==> src/sv/spq_pkg.sv <==
package spq_pkg;

	localparam int DEPTH_DEF = 16;
	localparam int ID_W      = 8;
	localparam int PRIO_W    = 8;
	localparam int CNT_OUT_W = 5;

	localparam logic FUNC_ENQ = 1'b0;
	localparam logic FUNC_DEQ = 1'b1;

	typedef struct packed {
		logic [ID_W-1:0]   id;
		logic [PRIO_W-1:0] prio;
	} spq_entry_t;

	typedef struct packed {
		logic enq;
		logic deq;
		logic occ;
		logic left_place;
	} spq_cell_ctrl_t;

endpackage

==> src/sv/spq_ifs.sv <==
interface spq_in_if;
	import spq_pkg::*;

	logic              valid;
	logic              ready;
	logic              func;
	logic [ID_W-1:0]   proc_id;
	logic [PRIO_W-1:0] priority_req;

	modport source (output valid, func, proc_id, priority_req, input ready);
	modport sink   (input valid, func, proc_id, priority_req, output ready);
endinterface

interface spq_out_if;
	import spq_pkg::*;

	logic                 valid;
	logic                 ready;
	logic                 deq_valid;
	logic [ID_W-1:0]      out_id;
	logic [PRIO_W-1:0]    out_priority;
	logic                 rejected;
	logic                 is_empty;
	logic [CNT_OUT_W-1:0] count;

	modport source (output valid, deq_valid, out_id, out_priority, rejected, is_empty, count,
		input ready);
	modport sink   (input valid, deq_valid, out_id, out_priority, rejected, is_empty, count,
		output ready);
endinterface

==> src/sv/spq_cell.sv <==
module spq_cell (
	input  logic                    clk,
	input  spq_pkg::spq_cell_ctrl_t ctrl,
	input  spq_pkg::spq_entry_t     new_entry,
	input  spq_pkg::spq_entry_t     left_entry,
	input  spq_pkg::spq_entry_t     right_entry,
	output spq_pkg::spq_entry_t     entry,
	output logic                    place
);
	import spq_pkg::*;

	spq_entry_t entry_q;

	// new word belongs at or before this cell unless this cell holds a lower-or-equal prio
	assign place = !(ctrl.occ && (entry_q.prio <= new_entry.prio));
	assign entry = entry_q;

	always_ff @(posedge clk) begin
		if (ctrl.deq) begin
			entry_q <= right_entry;
		end else if (ctrl.enq && place) begin
			if (ctrl.left_place) begin
				entry_q <= left_entry;
			end else begin
				entry_q <= new_entry;
			end
		end
	end

endmodule

==> src/sv/stable_min_priority_queue.sv <==
// channel  dir  handshake    word
// req      in   valid/ready  func, proc_id, priority_req
// rsp      out  valid/ready  deq_valid, out_id, out_priority, rejected, is_empty, count
//
// One word per cycle while req.ready is high: each word is applied to the sorted cell row in the cycle it is
// accepted and its result sits in the rsp register the next cycle.
// req.ready is high while the rsp register is empty or being drained in the same cycle.
// Reset empties the queue at once (count cleared); no clearing pass.
// Cells stay ordered by priority, ties by arrival, so cell 0 is always the next to leave.
module stable_min_priority_queue #(
	parameter int DEPTH = spq_pkg::DEPTH_DEF
) (
	input  logic      clk,
	input  logic      arst_n,
	spq_in_if.sink    req,
	spq_out_if.source rsp
);
	import spq_pkg::*;

	localparam int CNT_W = $clog2(DEPTH + 1);

	logic [CNT_W-1:0] count_q;
	logic [CNT_W-1:0] count_nxt;
	logic             full;
	logic             empty;
	logic             accept;
	logic             do_enq;
	logic             do_deq;
	logic             rej;

	spq_entry_t     new_entry;
	spq_entry_t     cell_entry [DEPTH];
	logic           cell_place [DEPTH];
	spq_cell_ctrl_t cell_ctrl  [DEPTH];

	logic                 rsp_valid_q;
	logic                 deq_valid_q;
	logic [ID_W-1:0]      out_id_q;
	logic [PRIO_W-1:0]    out_priority_q;
	logic                 rejected_q;
	logic                 is_empty_q;
	logic [CNT_OUT_W-1:0] count_out_q;

	assign full   = (count_q == CNT_W'(DEPTH));
	assign empty  = (count_q == '0);
	assign accept = req.valid && req.ready;
	assign do_enq = accept && (req.func == FUNC_ENQ) && !full;
	assign do_deq = accept && (req.func == FUNC_DEQ) && !empty;
	assign rej    = accept && (req.func == FUNC_ENQ) && full;

	assign new_entry.id   = req.proc_id;
	assign new_entry.prio = req.priority_req;

	always_comb begin
		priority if (do_enq) begin
			count_nxt = count_q + CNT_W'(1);
		end else if (do_deq) begin
			count_nxt = count_q - CNT_W'(1);
		end else begin
			count_nxt = count_q;
		end
	end

	for (genvar i = 0; i < DEPTH; i++) begin : g_cell
		assign cell_ctrl[i].enq        = do_enq;
		assign cell_ctrl[i].deq        = do_deq;
		assign cell_ctrl[i].occ        = (CNT_W'(i) < count_q);
		if (i == 0) begin : g_head
			assign cell_ctrl[i].left_place = 1'b0;
		end else begin : g_body
			assign cell_ctrl[i].left_place = cell_place[i-1];
		end

		spq_cell u_cell (
			.clk         (clk),
			.ctrl        (cell_ctrl[i]),
			.new_entry   (new_entry),
			.left_entry  ((i == 0) ? new_entry : cell_entry[(i == 0) ? 0 : i-1]),
			.right_entry (cell_entry[(i == DEPTH-1) ? i : i+1]),
			.entry       (cell_entry[i]),
			.place       (cell_place[i])
		);
	end

	always_ff @(posedge clk or negedge arst_n) begin
		if (!arst_n) begin
			count_q <= '0;
		end else begin
			count_q <= count_nxt;
		end
	end

	assign req.ready = !rsp_valid_q || rsp.ready;

	always_ff @(posedge clk or negedge arst_n) begin
		if (!arst_n) begin
			rsp_valid_q <= 1'b0;
		end else if (accept) begin
			rsp_valid_q <= 1'b1;
		end else if (rsp.ready) begin
			rsp_valid_q <= 1'b0;
		end
	end

	always_ff @(posedge clk) begin
		if (accept) begin
			deq_valid_q    <= do_deq;
			out_id_q       <= do_deq ? cell_entry[0].id : '0;
			out_priority_q <= do_deq ? cell_entry[0].prio : '0;
			rejected_q     <= rej;
			is_empty_q     <= (count_nxt == '0);
			count_out_q    <= CNT_OUT_W'(count_nxt);
		end
	end

	assign rsp.valid        = rsp_valid_q;
	assign rsp.deq_valid    = deq_valid_q;
	assign rsp.out_id       = out_id_q;
	assign rsp.out_priority = out_priority_q;
	assign rsp.rejected     = rejected_q;
	assign rsp.is_empty     = is_empty_q;
	assign rsp.count        = count_out_q;

	a_count_bound: assert property (@(posedge clk) disable iff (!arst_n)
		count_q <= CNT_W'(DEPTH))
		else $error("fill count above depth");

	a_pop_reported: assert property (@(posedge clk) disable iff (!arst_n)
		do_deq |=> rsp.valid && rsp.deq_valid && !rsp.rejected)
		else $error("dequeue of held entry not reported");

	a_reject_full: assert property (@(posedge clk) disable iff (!arst_n)
		rej |=> rsp.valid && rsp.rejected && $stable(count_q))
		else $error("rejected enqueue changed state");

	a_head_sorted: assert property (@(posedge clk) disable iff (!arst_n)
		count_q >= CNT_W'(2) |-> cell_entry[0].prio <= cell_entry[1].prio)
		else $error("head cells out of order");

endmodule

==> src/flat_wrapper.sv <==
// flat-port wrapper written by rule: the top's interface ports become plain ports
module stable_min_priority_queue_flat import spq_pkg::*;
#(
	parameter int DEPTH = spq_pkg::DEPTH_DEF
)
  (clk, arst_n, req_valid, req_func, req_proc_id, req_priority_req, req_ready, rsp_valid, rsp_deq_valid, rsp_out_id, rsp_out_priority, rsp_rejected, rsp_is_empty, rsp_count, rsp_ready);
  spq_in_if req_i ();
  spq_out_if rsp_i ();
  input  logic clk;
  input  logic arst_n;
  input wire logic [$bits(req_i.valid)-1:0] req_valid;
  input wire logic [$bits(req_i.func)-1:0] req_func;
  input wire logic [$bits(req_i.proc_id)-1:0] req_proc_id;
  input wire logic [$bits(req_i.priority_req)-1:0] req_priority_req;
  output wire logic [$bits(req_i.ready)-1:0] req_ready;
  output wire logic [$bits(rsp_i.valid)-1:0] rsp_valid;
  output wire logic [$bits(rsp_i.deq_valid)-1:0] rsp_deq_valid;
  output wire logic [$bits(rsp_i.out_id)-1:0] rsp_out_id;
  output wire logic [$bits(rsp_i.out_priority)-1:0] rsp_out_priority;
  output wire logic [$bits(rsp_i.rejected)-1:0] rsp_rejected;
  output wire logic [$bits(rsp_i.is_empty)-1:0] rsp_is_empty;
  output wire logic [$bits(rsp_i.count)-1:0] rsp_count;
  input wire logic [$bits(rsp_i.ready)-1:0] rsp_ready;
  assign req_i.valid = req_valid;
  assign req_i.func = req_func;
  assign req_i.proc_id = req_proc_id;
  assign req_i.priority_req = req_priority_req;
  assign req_ready = req_i.ready;
  assign rsp_valid = rsp_i.valid;
  assign rsp_deq_valid = rsp_i.deq_valid;
  assign rsp_out_id = rsp_i.out_id;
  assign rsp_out_priority = rsp_i.out_priority;
  assign rsp_rejected = rsp_i.rejected;
  assign rsp_is_empty = rsp_i.is_empty;
  assign rsp_count = rsp_i.count;
  assign rsp_i.ready = rsp_ready;
  stable_min_priority_queue #(.DEPTH(DEPTH)) u_core (.clk(clk), .arst_n(arst_n), .req(req_i), .rsp(rsp_i));
endmodule
==> config.mk <==
export PLATFORM = sky130hd
export DESIGN_NAME = stable_min_priority_queue_flat
export DESIGN_NICKNAME = d
export VERILOG_FILES = /design/src/sv/spq_pkg.sv /design/src/sv/spq_ifs.sv /design/src/sv/spq_cell.sv /design/src/sv/stable_min_priority_queue.sv /design/src/flat_wrapper.sv
export SDC_FILE = /design/constraint.sdc
export NUM_CORES = 1
export LEC_CHECK = 0
export BUFFER_PORTS_ARGS = -buffer_cell sky130_fd_sc_hd__buf_2
export CAP_MARGIN = 5
export CELL_PAD_IN_SITES_DETAIL_PLACEMENT = 1
export CELL_PAD_IN_SITES_GLOBAL_PLACEMENT = 1
export CORE_ASPECT_RATIO = 0.5
export CORE_MARGIN = 3
export CORE_UTILIZATION = 55
export DETAILED_ROUTE_END_ITERATION = 10
export GPL_TIMING_DRIVEN = 0
export PLACE_DENSITY_LB_ADDON = 0.1
export SYNTH_ARGS = -nofsm -noshare
export SYNTH_HDL_FRONTEND = slang
export SYNTH_SLANG_ARGS = --single-unit
==> constraint.sdc <==
create_clock -name clk -period 6.2 [get_ports clk]
set_input_delay 0.93 -clock clk [delete_from_list [all_inputs] [get_ports clk]]
set_output_delay 0.93 -clock clk [all_outputs]
set_load 0.02 [all_outputs]
==> impl_metrics.env, run 1 <==
export IMPL_status="complete, no violations"
export IMPL_drc_errors=0
export IMPL_ys_flop_type="edfxtp_1"
export IMPL_grt_usage_pct=41.4
export IMPL_path_cells="buf_2 > inv_1 > clkbuf_2 > buf_16 > ha_1 > nand4_1 > nand2b_1 > a21oi_1 > buf_2 > buf_1 > nor3_1 > o21ai_1 > buf_4"
export IMPL_grt_pass1_vias=18200
export IMPL_fin_setup_tns_ps=0
export IMPL_synth_top_cell_area_share_pct=44.0
export IMPL_worstSkewPairLatency_ps=590
export IMPL_path_clk_slew_ps=70
export IMPL_power_density_nw_per_um2=428
export IMPL_met3_usage_pct=10.5
export IMPL_num_rows=47
export IMPL_antenna_found_initial=2
export IMPL_synthesis_yosys_warnings=0
export IMPL_postCtsHoldBufs=0
export IMPL_netlist_area_sq_um=19100
export IMPL_maxSlewViolCount=0
export IMPL_io_pins=47
export IMPL_drt_first_pass_iters=6
export IMPL_dieArea_sq_um=37200
export IMPL_coreArea_sq_um=33600
export IMPL_post_cts_setup_buffer_count=0
export IMPL_worst_path_buf_inv=7
export IMPL_area_growth_synth_to_final_pct=10.9
export IMPL_ys_seq_area_share_pct=44.7
export IMPL_syn_inst=1922
export IMPL_cts_tree="done"
export IMPL_critPathLaunchType="primary input"
export IMPL_syn_area_per_cell_sq_um=9.95
export IMPL_worstSetupPathType="primary input to flop"
export IMPL_grtUsageMet1_pct=57.0
export IMPL_power_leakage_nw=7.81
export IMPL_synth_distinct_cells=56
export IMPL_rsz0062_at_grt="false"
export IMPL_die_w_microns=270
export IMPL_synth_commonest_cells="edfxtp_1, nor2_1, a31oi_1, o31ai_1, ha_1"
export IMPL_cts_sinks=286
export IMPL_cts_resized=0
export IMPL_drtAntennaViolNets=0
export IMPL_clockBufferDepth=3
export IMPL_grt_max_degree=25
export IMPL_ir_drop_v=0.000226
export IMPL_numPlacedInstances=2454
export IMPL_synthTopCellsByArea="edfxtp_1, ha_1, o31ai_1"
export IMPL_fill_cells=3721
export IMPL_cts_root_buf="clkbuf_16"
export IMPL_finalCriticalPeriod_ps=4640
export IMPL_clock_skew_ps=15.9
export IMPL_overflow=0
export IMPL_max_freq_mhz=216
export IMPL_max_stage_delay_ps=630
export IMPL_synth_nets=2075
export IMPL_grt_pass1_wl_microns=116000
export IMPL_drive_gt1_share_pct=14.7
export IMPL_maxCapViolCount=0
export IMPL_initial_core_util_pct=56.9
export IMPL_place_congestion=0.911
export IMPL_endpoint_kind="flop"
export IMPL_die_h_microns=138
export IMPL_htreeDepth=1
export IMPL_yosysMostFrequentCell="edfxtp_1"
export IMPL_arrival_ps=4930
export IMPL_cp_common_cell="buf_2"
export IMPL_crit_family="buffers and inverters"
export IMPL_grt_busiest_layer="met2"
export IMPL_crit_required_ps=6500
export IMPL_crit_fanout=15
export IMPL_synth_largest_area_cell="edfxtp_1"
export IMPL_hold_path_class="primary input to asynchronous set/reset pin"
export IMPL_hold_violations=0
export IMPL_slowest_stage="o21ai_1"
export IMPL_drt_iter0_markers=2860
export IMPL_setup_viol_count_final=0
export IMPL_worst_slew_pin_slew_ps=1250
export IMPL_maxSlewHeadroom_pct=15.9
export IMPL_numCtsBuffers=28
export IMPL_synth_edf_count=280
export IMPL_dp_hpwl_microns=57700
export IMPL_routedWlPerCell_microns=31.3
export IMPL_synthArstFlopShare_pct=2.10
export IMPL_fin_crit_sh_pct=74.8
export IMPL_grtUsageMet2_pct=61.8
export IMPL_vias=18800
export IMPL_nets=2172
export IMPL_synth_seq_cells=286
export IMPL_wirelength_microns=78400
export IMPL_numPortBuffers=46
export IMPL_vias_per_cell=7.50
export IMPL_final_cells=2507
[worst paths after layout]
check	start	endpoint	slack (ps)	depth (start not counted)
max in group asynchronous	arst_n	u_core.count_q[0]$_DFF_PN0_	5870	1
min in group clk	u_core.g_cell[0].u_cell.entry[15]$_DFFE_PP_	u_core.rsp.out_id[7]$_SDFFCE_PN0N_	580	1
worst max-delay path	req_priority_req[6]	u_core.g_cell[8].u_cell.entry[5]$_DFFE_PP_	1560	13
worst max register to register	u_core.count_q[4]$_DFF_PN0_	u_core.g_cell[2].u_cell.entry[15]$_DFFE_PP_	2510	8
worst min-delay path	arst_n	u_core.count_q[1]$_DFF_PN0_	160	1
worst min register to register	u_core.g_cell[0].u_cell.entry[15]$_DFFE_PP_	u_core.rsp.out_id[7]$_SDFFCE_PN0N_	580	1
[layer usage]
| metal | up-vias | wire length, microns |
|---|---|---|
| li1 | 7873 | - |
| met1 | 9151 | 30300 |
| met2 | 1495 | 32800 |
| met3 | 288 | 11200 |
| met4 | 2 | 4120 |
| met5 | - | 18 |
[final cells by class]
type | count | area [sq um] | area share, %
antenna | 1 | 2.50 | 0.0118
buffer | 203 | 891 | 4.20
clock buffer | 39 | 803 | 3.79
clock inverter | 13 | 134 | 0.631
inverter | 45 | 169 | 0.797
multi-input combinational | 1388 | 9520 | 44.9
sequential | 286 | 8560 | 40.4
tap | 465 | 582 | 2.74
timing repair buffer | 67 | 539 | 2.54
[cells in the final DEF, fill, tap and decap left out, types with 7 or more instances in the layout]
| master | count |
|---|---|
| a21oi_1 | 59 |
| a31oi_1 | 211 |
| and2_1 | 18 |
| buf_2 | 124 |
| buf_4 | 13 |
| clkbuf_1 | 113 |
| clkbuf_16 | 29 |
| clkbuf_2 | 7 |
| edfxtp_1 | 280 |
| ha_1 | 132 |
| inv_1 | 44 |
| nand2_1 | 97 |
| nand2b_1 | 12 |
| nand4_1 | 80 |
| nand4b_1 | 9 |
| nor2_1 | 217 |
| nor2b_1 | 21 |
| nor3_1 | 14 |
| o211ai_1 | 29 |
| o21a_1 | 20 |
| o21ai_0 | 17 |
| o21ai_1 | 21 |
| o31ai_1 | 208 |
| o32ai_1 | 16 |
| or4_1 | 77 |
| or4b_2 | 88 |
[worst register-to-register path, stage by stage (launching register included)]
cell,delay [ps]
dfrtp_1,470
or2_1,230
buf_2,170
a211oi_1,980
buf_2,390
buf_4,210
nor3_1,60
o21ai_1,620
buf_6,260
[stage by stage]
stage / power [W] / cell area, sq um / utilization [%] / setup slack (ps) / hold WS, ps
global placement: 0.00676 / 19900 / 59.3 / -863 / 562
finish: 0.00908 / 21200 / 63.0 / 1560 / 163
floorplan: 0.00570 / 19100 / - / 1570 / 510
detailed placement: 0.00701 / 20300 / 60.2 / 1230 / 557
global route: 0.00942 / 21200 / 63.0 / 1500 / 176
CTS: 0.00887 / 21200 / 63.0 / 1730 / 167
[sequential cells by signal, summed over array words and instances (netlist names)]
| name | cells |
|---|---|
| u_core.rsp.out_id | 8 |
| u_core.rsp.is_empty | 1 |
| u_core.rsp.out_priority | 8 |
| u_core.rsp.rejected | 1 |
| u_core.rsp.count | 5 |
| u_core.rsp.valid | 1 |
| u_core.g_cell.u_cell.entry | 256 |
| u_core.rsp.deq_valid | 1 |
| u_core.count_q | 5 |
[logic make-up (layout without fill, tap and decap cells)]
group,count (synthesis),after routing,synth area share [%]
AO/OA/AOI/OAI,601,601,21.2
XOR/XNOR,4,4,0.183
adder cells (fa/ha/maj),132,132,8.64
buffers and inverters,248,367,5.50
flip-flops,286,286,44.7
multiplexers,1,1,0.0523
other,0,1,0
AND/OR/NAND/NOR,650,650,19.7
[power breakdown]
part,leakage [nW],switching [W],total [W],internal (W)
clock,0.463,0.000832,0.00186,0.00102
sequential,2.71,0.000472,0.00334,0.00287
combinational,4.64,0.00251,0.00388,0.00137
Power figures use the tool's default switching activity.
==> run 2, diff against run 1 <==
--- a/config.mk
+++ b/config.mk
@@ -5,13 +5,14 @@
 export SDC_FILE = /design/constraint.sdc
 export NUM_CORES = 1
 export LEC_CHECK = 0
+export ABC_AREA = 1
 export BUFFER_PORTS_ARGS = -buffer_cell sky130_fd_sc_hd__buf_2
 export CAP_MARGIN = 5
 export CELL_PAD_IN_SITES_DETAIL_PLACEMENT = 1
 export CELL_PAD_IN_SITES_GLOBAL_PLACEMENT = 1
 export CORE_ASPECT_RATIO = 0.5
 export CORE_MARGIN = 3
-export CORE_UTILIZATION = 55
+export CORE_UTILIZATION = 43
 export DETAILED_ROUTE_END_ITERATION = 10
 export GPL_TIMING_DRIVEN = 0
 export PLACE_DENSITY_LB_ADDON = 0.1
==> constraint.sdc (replaced) <==
create_clock -name clk -period 3.7 [get_ports clk]
set_input_delay 0.555 -clock clk [delete_from_list [all_inputs] [get_ports clk]]
set_output_delay 0.555 -clock clk [all_outputs]
set_load 0.02 [all_outputs]
==> impl_metrics.env, run 2 <==
export IMPL_status="complete, no violations"
export IMPL_worstSkewPairLatency_ps=590
export IMPL_io_pins=47
export IMPL_cts_root_buf="clkbuf_16"
export IMPL_syn_area_per_cell_sq_um=7.80
export IMPL_antennaDiodeCount=0
export IMPL_drc_errors=0
export IMPL_max_stage_delay_ps=750
export IMPL_synth_edf_count=280
export IMPL_routedWlPerCell_microns=21.2
export IMPL_htreeDepth=1
export IMPL_cts_sinks=286
export IMPL_grtUsageMet2_pct=44.1
export IMPL_synth_top_cell_area_share_pct=44.9
export IMPL_vias_per_cell=5.50
export IMPL_setup_viol_count_final=0
export IMPL_synth_distinct_cells=29
export IMPL_ys_flop_type="edfxtp_1"
export IMPL_ir_drop_v=0.000429
export IMPL_clock_skew_ps=15.7
export IMPL_yosysMostFrequentCell="nand2_1"
export IMPL_maxCapViolCount=0
export IMPL_coreArea_sq_um=42400
export IMPL_nets=2652
export IMPL_dieArea_sq_um=46200
export IMPL_area_growth_synth_to_final_pct=12.7
export IMPL_fin_crit_sh_pct=93.3
export IMPL_worstSetupPathType="primary input to flop"
export IMPL_place_area_sq_um=20100
export IMPL_hold_violations=0
export IMPL_antenna_found_initial=0
export IMPL_pre_cts_slack_ps=-251
export IMPL_cts_tree="done"
export IMPL_met3_usage_pct=5.82
export IMPL_post_cts_setup_buffer_count=0
export IMPL_final_common_cell="nand2_1"
export IMPL_syn_inst=2398
export IMPL_worst_r2r_cell_count=7
export IMPL_die_w_microns=301
export IMPL_hold_start="req_valid"
export IMPL_ys_seq_area_share_pct=45.8
export IMPL_finalCriticalPeriod_ps=3450
export IMPL_drt_first_pass_iters=6
export IMPL_crit_fanout=19
export IMPL_numCtsBuffers=30
export IMPL_dp_hpwl_microns=50000
export IMPL_r2r_start="u_core.count_q[0]$_DFF_PN0_"
export IMPL_maxSlewViolCount=0
export IMPL_synthArstFlopShare_pct=2.10
export IMPL_hold_slack_ps=228
export IMPL_crit_required_ps=3910
export IMPL_synthTopCellsByArea="edfxtp_1, nand2_1, nand3_1"
export IMPL_maxSlewHeadroom_pct=26.3
export IMPL_crit_family="buffers and inverters"
export IMPL_path_cells="buf_2 > inv_1 > clkbuf_2 > buf_12 > ha_1 > nand2_1 > inv_1 > nand2_1 > nand2_1 > nand2_1 > nand2_1 > nand2_1 > clkbuf_1 > a31oi_2"
export IMPL_arrival_ps=3660
export IMPL_synthesis_yosys_warnings=0
export IMPL_num_rows=53
export IMPL_fin_ws_ps=247
export IMPL_stdcell_area_sq_um=21100
export IMPL_synth_largest_area_cell="edfxtp_1"
export IMPL_min_path_cells=3
export IMPL_overflow=0
export IMPL_numPlacedInstances=3043
export IMPL_power_leakage_nw=10.2
export IMPL_final_cell_mix="nand2_1, nand3_1, inv_1"
export IMPL_cp_common_cell="nand2_1"
export IMPL_slowest_stage="a31oi_2"
export IMPL_max_freq_mhz=290
export IMPL_finalPower_w=0.0162
export IMPL_drive_gt1_share_pct=9.12
export IMPL_clockBufferDepth=3
export IMPL_synth_commonest_cells="nand2_1, nand3_1, inv_1, edfxtp_1, ha_1"
export IMPL_worst_path_buf_inv=6
export IMPL_grt_usage_pct=28.5
export IMPL_netlist_area_sq_um=18700
export IMPL_rsz0062_at_grt="false"
export IMPL_largest_register_ffs=256
export IMPL_grt_pass1_wl_microns=102000
export IMPL_numPortBuffers=46
export IMPL_synth_seq_cells=286
export IMPL_path_clk_slew_ps=70
export IMPL_die_h_microns=153
export IMPL_grt_max_degree=25
export IMPL_drt_iter0_markers=1562
export IMPL_initial_core_util_pct=44.1
export IMPL_place_congestion=0.883
export IMPL_final_cells=3100
export IMPL_worst_slew_pin_slew_ps=1100
export IMPL_synth_nets=2551
export IMPL_power_density_nw_per_um2=770
export IMPL_grt_pass1_vias=17300
export IMPL_endpoint_kind="flop"
export IMPL_wirelength_microns=65800
export IMPL_critPathLaunchType="primary input"
export IMPL_holdPathEnd="u_core.rsp.valid$_DFFE_PN0P_"
export IMPL_grt_busiest_layer="met2"
export IMPL_drtAntennaViolNets=0
export IMPL_grtUsageMet1_pct=41.5
export IMPL_r2r_slack_ps=500
export IMPL_r2r_end="u_core.g_cell[14].u_cell.entry[12]$_DFFE_PP_"
export IMPL_hold_path_class="primary input to flop"
export IMPL_vias=17100
-- run 2: repair_timing --
item | CTS | global route
resized for setup | 0 | 0
hold endpoints to repair | 6 | 0
hold buffers | 1 | 0
-- run 2: worst min-delay path: cells and delay by family --
family,cells,cell delay [ps]
and+or+nand+nor,2,120
buffers and inverters,1,100
-- run 2: stage by stage --
stage / util [%] / setup TNS, ps
6_report: 49.7 / 0
5_1_grt: 49.7 / 0
4_1_cts: 49.7 / 0
3_5_place_dp: 47.4 / -23030
3_3_place_gp: 46.3 / -800770
2_1_floorplan: - / 0
-- run 2: cell families (layout without fill, tap and decap cells) --
kind of cell | Yosys count | count (layout) | share of synthesized area (%)
xor+xnor | 2 | 2 | 0.0937
simple gates | 1430 | 1430 | 32.3
flops | 286 | 286 | 45.8
compound gates | 123 | 123 | 3.78
buf+inv | 425 | 550 | 9.28
fa+ha+maj | 132 | 132 | 8.83
-- run 2: layer usage --
layer,routed length (microns),vias up
met5,0,-
met4,1260,0
met3,4980,87
met2,28600,523
met1,31000,8354
li1,-,8095
-- run 2: report_power, final --
group	internal (W)	total (W)	switching, W
logic	0.00226	0.00735	0.00510
clock network	0.00167	0.00313	0.00145
registers	0.00511	0.00576	0.000658
total	0.00904	0.0162	0.00721
-- run 2: layout make-up --
type                            count  area [sq um]
Clock buffer                       33           783
Clock inverter                     23           184
Inverter                          303          1140
Tap cell                          577           722
Timing Repair Buffer               69           587
Multi-Input combinational cell   1687          8510
Sequential cell                   286          8560
Buffer                            122           607
Fill cell                        5380         21400
-- run 2: how the worst max path moves through the flow --
stage	start	to	slack, ps	cells past startpoint
final	req_priority_req[2]	u_core.g_cell[7].u_cell.entry[3]$_DFFE_PP_	250	14
after global routing	req_priority_req[2]	u_core.g_cell[7].u_cell.entry[5]$_DFFE_PP_	60	14
after CTS	req_priority_req[3]	u_core.g_cell[7].u_cell.entry[3]$_DFFE_PP_	330	14
after detailed placement	req_priority_req[7]	u_core.g_cell[3].u_cell.entry[1]$_DFFE_PP_	-250	12
after global placement	req_priority_req[3]	u_core.g_cell[10].u_cell.entry[2]$_DFFE_PP_	-2300	13
after floorplan	req_priority_req[7]	u_core.g_cell[10].u_cell.entry[0]$_DFFE_PP_	150	9
==> run 3, diff against run 2 <==
--- a/config.mk
+++ b/config.mk
@@ -12,7 +12,8 @@
 export CELL_PAD_IN_SITES_GLOBAL_PLACEMENT = 1
 export CORE_ASPECT_RATIO = 0.5
 export CORE_MARGIN = 3
-export CORE_UTILIZATION = 43
+export CORE_UTILIZATION = 45
+export CTS_BUF_LIST = sky130_fd_sc_hd__clkbuf_4 sky130_fd_sc_hd__clkbuf_8
 export DETAILED_ROUTE_END_ITERATION = 10
 export GPL_TIMING_DRIVEN = 0
 export PLACE_DENSITY_LB_ADDON = 0.1
==> impl_metrics.env, run 3 (synthesis results as in run 2) <==
export IMPL_numPlacedInstances=3005
export IMPL_min_path_cells=3
export IMPL_grt_pass1_wl_microns=101000
export IMPL_slowest_stage="clkbuf_2"
export IMPL_antennaDiodeCount=0
export IMPL_r2r_start="u_core.count_q[0]$_DFF_PN0_"
export IMPL_status="complete, no violations"
export IMPL_htreeDepth=2
export IMPL_max_stage_delay_ps=600
export IMPL_drive_gt1_share_pct=9.99
export IMPL_critPathLaunchType="primary input"
export IMPL_rsz0062_at_grt="false"
export IMPL_crit_fanout=14
export IMPL_hold_slack_ps=202
export IMPL_final_common_cell="nand2_1"
export IMPL_grt_pass1_vias=17400
export IMPL_grt_max_degree=25
export IMPL_pre_cts_slack_ps=-287
export IMPL_nets=2668
export IMPL_fin_ws_ps=256
export IMPL_worstSetupPathType="primary input to flop"
export IMPL_max_freq_mhz=290
export IMPL_num_rows=52
export IMPL_numPortBuffers=46
export IMPL_cts_root_buf="clkbuf_8"
export IMPL_worst_path_buf_inv=6
export IMPL_final_cell_mix="nand2_1, nand3_1, inv_1"
export IMPL_cts_resized=0
export IMPL_maxSlewHeadroom_pct=26.6
export IMPL_final_cells=3093
export IMPL_numCtsBuffers=47
export IMPL_grt_usage_pct=30.1
export IMPL_hold_start="req_valid"
export IMPL_endpoint_kind="flop"
export IMPL_cts_sinks=286
export IMPL_r2r_end="u_core.g_cell[8].u_cell.entry[3]$_DFFE_PP_"
export IMPL_hold_path_class="primary input to flop"
export IMPL_fin_crit_sh_pct=93.1
export IMPL_arrival_ps=3810
export IMPL_worst_slew_pin_slew_ps=1100
export IMPL_drt_first_pass_iters=5
export IMPL_hold_violations=0
export IMPL_fill_cells=5095
export IMPL_crit_required_ps=4060
export IMPL_drtAntennaViolNets=0
export IMPL_io_pins=47
export IMPL_holdPathEnd="u_core.rsp.valid$_DFFE_PN0P_"
export IMPL_worst_r2r_cell_count=6
export IMPL_place_congestion=0.915
export IMPL_coreArea_sq_um=40700
export IMPL_dp_hpwl_microns=49800
export IMPL_initial_core_util_pct=45.9
export IMPL_drt_iter0_markers=1619
export IMPL_path_clk_slew_ps=70
export IMPL_cts_tree="done"
export IMPL_clockBufferDepth=3
export IMPL_maxCapViolCount=0
export IMPL_vias_per_cell=5.59
export IMPL_r2r_slack_ps=500
export IMPL_die_w_microns=294
export IMPL_post_cts_setup_buffer_count=0
export IMPL_drc_errors=0
export IMPL_ir_drop_v=0.000351
export IMPL_finalCriticalPeriod_ps=3440
export IMPL_routedWlPerCell_microns=21.5
export IMPL_cp_common_cell="nand2_1"
export IMPL_setup_viol_count_final=0
export IMPL_wirelength_microns=66400
export IMPL_worstSkewPairLatency_ps=620
export IMPL_finalPower_w=0.0161
export IMPL_maxSlewViolCount=0
export IMPL_largest_register_ffs=256
export IMPL_die_h_microns=150
export IMPL_vias=17300
export IMPL_area_growth_synth_to_final_pct=12.2
export IMPL_path_cells="buf_2 > inv_1 > clkbuf_2 > buf_16 > ha_1 > a21oi_1 > o21a_1 > nand2_1 > nand2_1 > clkbuf_1 > a31oi_2 > buf_6"
export IMPL_crit_family="buffers and inverters"
export IMPL_power_leakage_nw=10.2
export IMPL_fin_setup_tns_ps=0
export IMPL_overflow=0
export IMPL_power_density_nw_per_um2=765
export IMPL_dieArea_sq_um=44200
export IMPL_antenna_found_initial=0
export IMPL_clock_skew_ps=28.1
-- run 3: stage by stage --
step / utilization, % / instance area [sq um]
after floorplan: - / 18700
after global placement: 48.2 / 19600
after detailed placement: 49.2 / 20000
after CTS: 51.5 / 21000
after global routing: 51.5 / 21000
final: 51.5 / 21000
-- run 3: cell type report --
| type | count | area (sq um) | area share, % |
|---|---|---|---|
| Inverter | 303 | 1140 | 5.42 |
| Tap cell | 540 | 676 | 3.22 |
| Buffer | 122 | 607 | 2.89 |
| Sequential cell | 286 | 8560 | 40.8 |
| Multi-Input combinational cell | 1687 | 8510 | 40.5 |
| Clock buffer | 70 | 851 | 4.05 |
| Clock inverter | 17 | 78.8 | 0.376 |
| Timing Repair Buffer | 68 | 568 | 2.71 |
-- run 3: tightest hold or removal path, cell delays in order --
cell	delay, ps
buf_2	100
nand2_1	70
nand2_1	50
-- run 3: report_power, final --
group,switching [W],internal (W)
Clock,0.00146,0.00147
Combinational,0.00511,0.00225
Sequential,0.000667,0.00511
Total,0.00723,0.00883
-- run 3: worst max path at each step --
| stage | startpoint | endpoint | slack, ps | cells past startpoint |
|---|---|---|---|---|
| 2_1_floorplan | req_priority_req[7] | u_core.g_cell[10].u_cell.entry[0]$_DFFE_PP_ | 150 | 9 |
| 3_3_place_gp | req_priority_req[3] | u_core.g_cell[11].u_cell.entry[2]$_DFFE_PP_ | -2240 | 13 |
| 3_5_place_dp | req_priority_req[3] | u_core.g_cell[8].u_cell.entry[2]$_DFFE_PP_ | -290 | 14 |
| 4_1_cts | req_priority_req[7] | u_core.g_cell[1].u_cell.entry[3]$_DFFE_PP_ | 340 | 12 |
| 5_1_grt | req_priority_req[7] | u_core.g_cell[0].u_cell.entry[14]$_DFFE_PP_ | 120 | 12 |
| 6_report | req_priority_req[7] | u_core.g_cell[0].u_cell.entry[11]$_DFFE_PP_ | 260 | 12 |
-- run 3: per-layer routing --
metal | wire length (microns) | vias to the layer above | GRT usage (%)
met1 | 30500 | 8493 | 42.5
met3 | 5850 | 95 | 7.31
met4 | 1150 | 0 | 5.73
met2 | 28900 | 573 | 47.4
met5 | 0 | - | 0
li1 | - | 8137 | -
-- run 3: timing repair --
action / in CTS / in global routing
hold buffers: 1 / 0
hold endpoints to repair: 6 / 0
setup endpoints to repair: 0 / 0
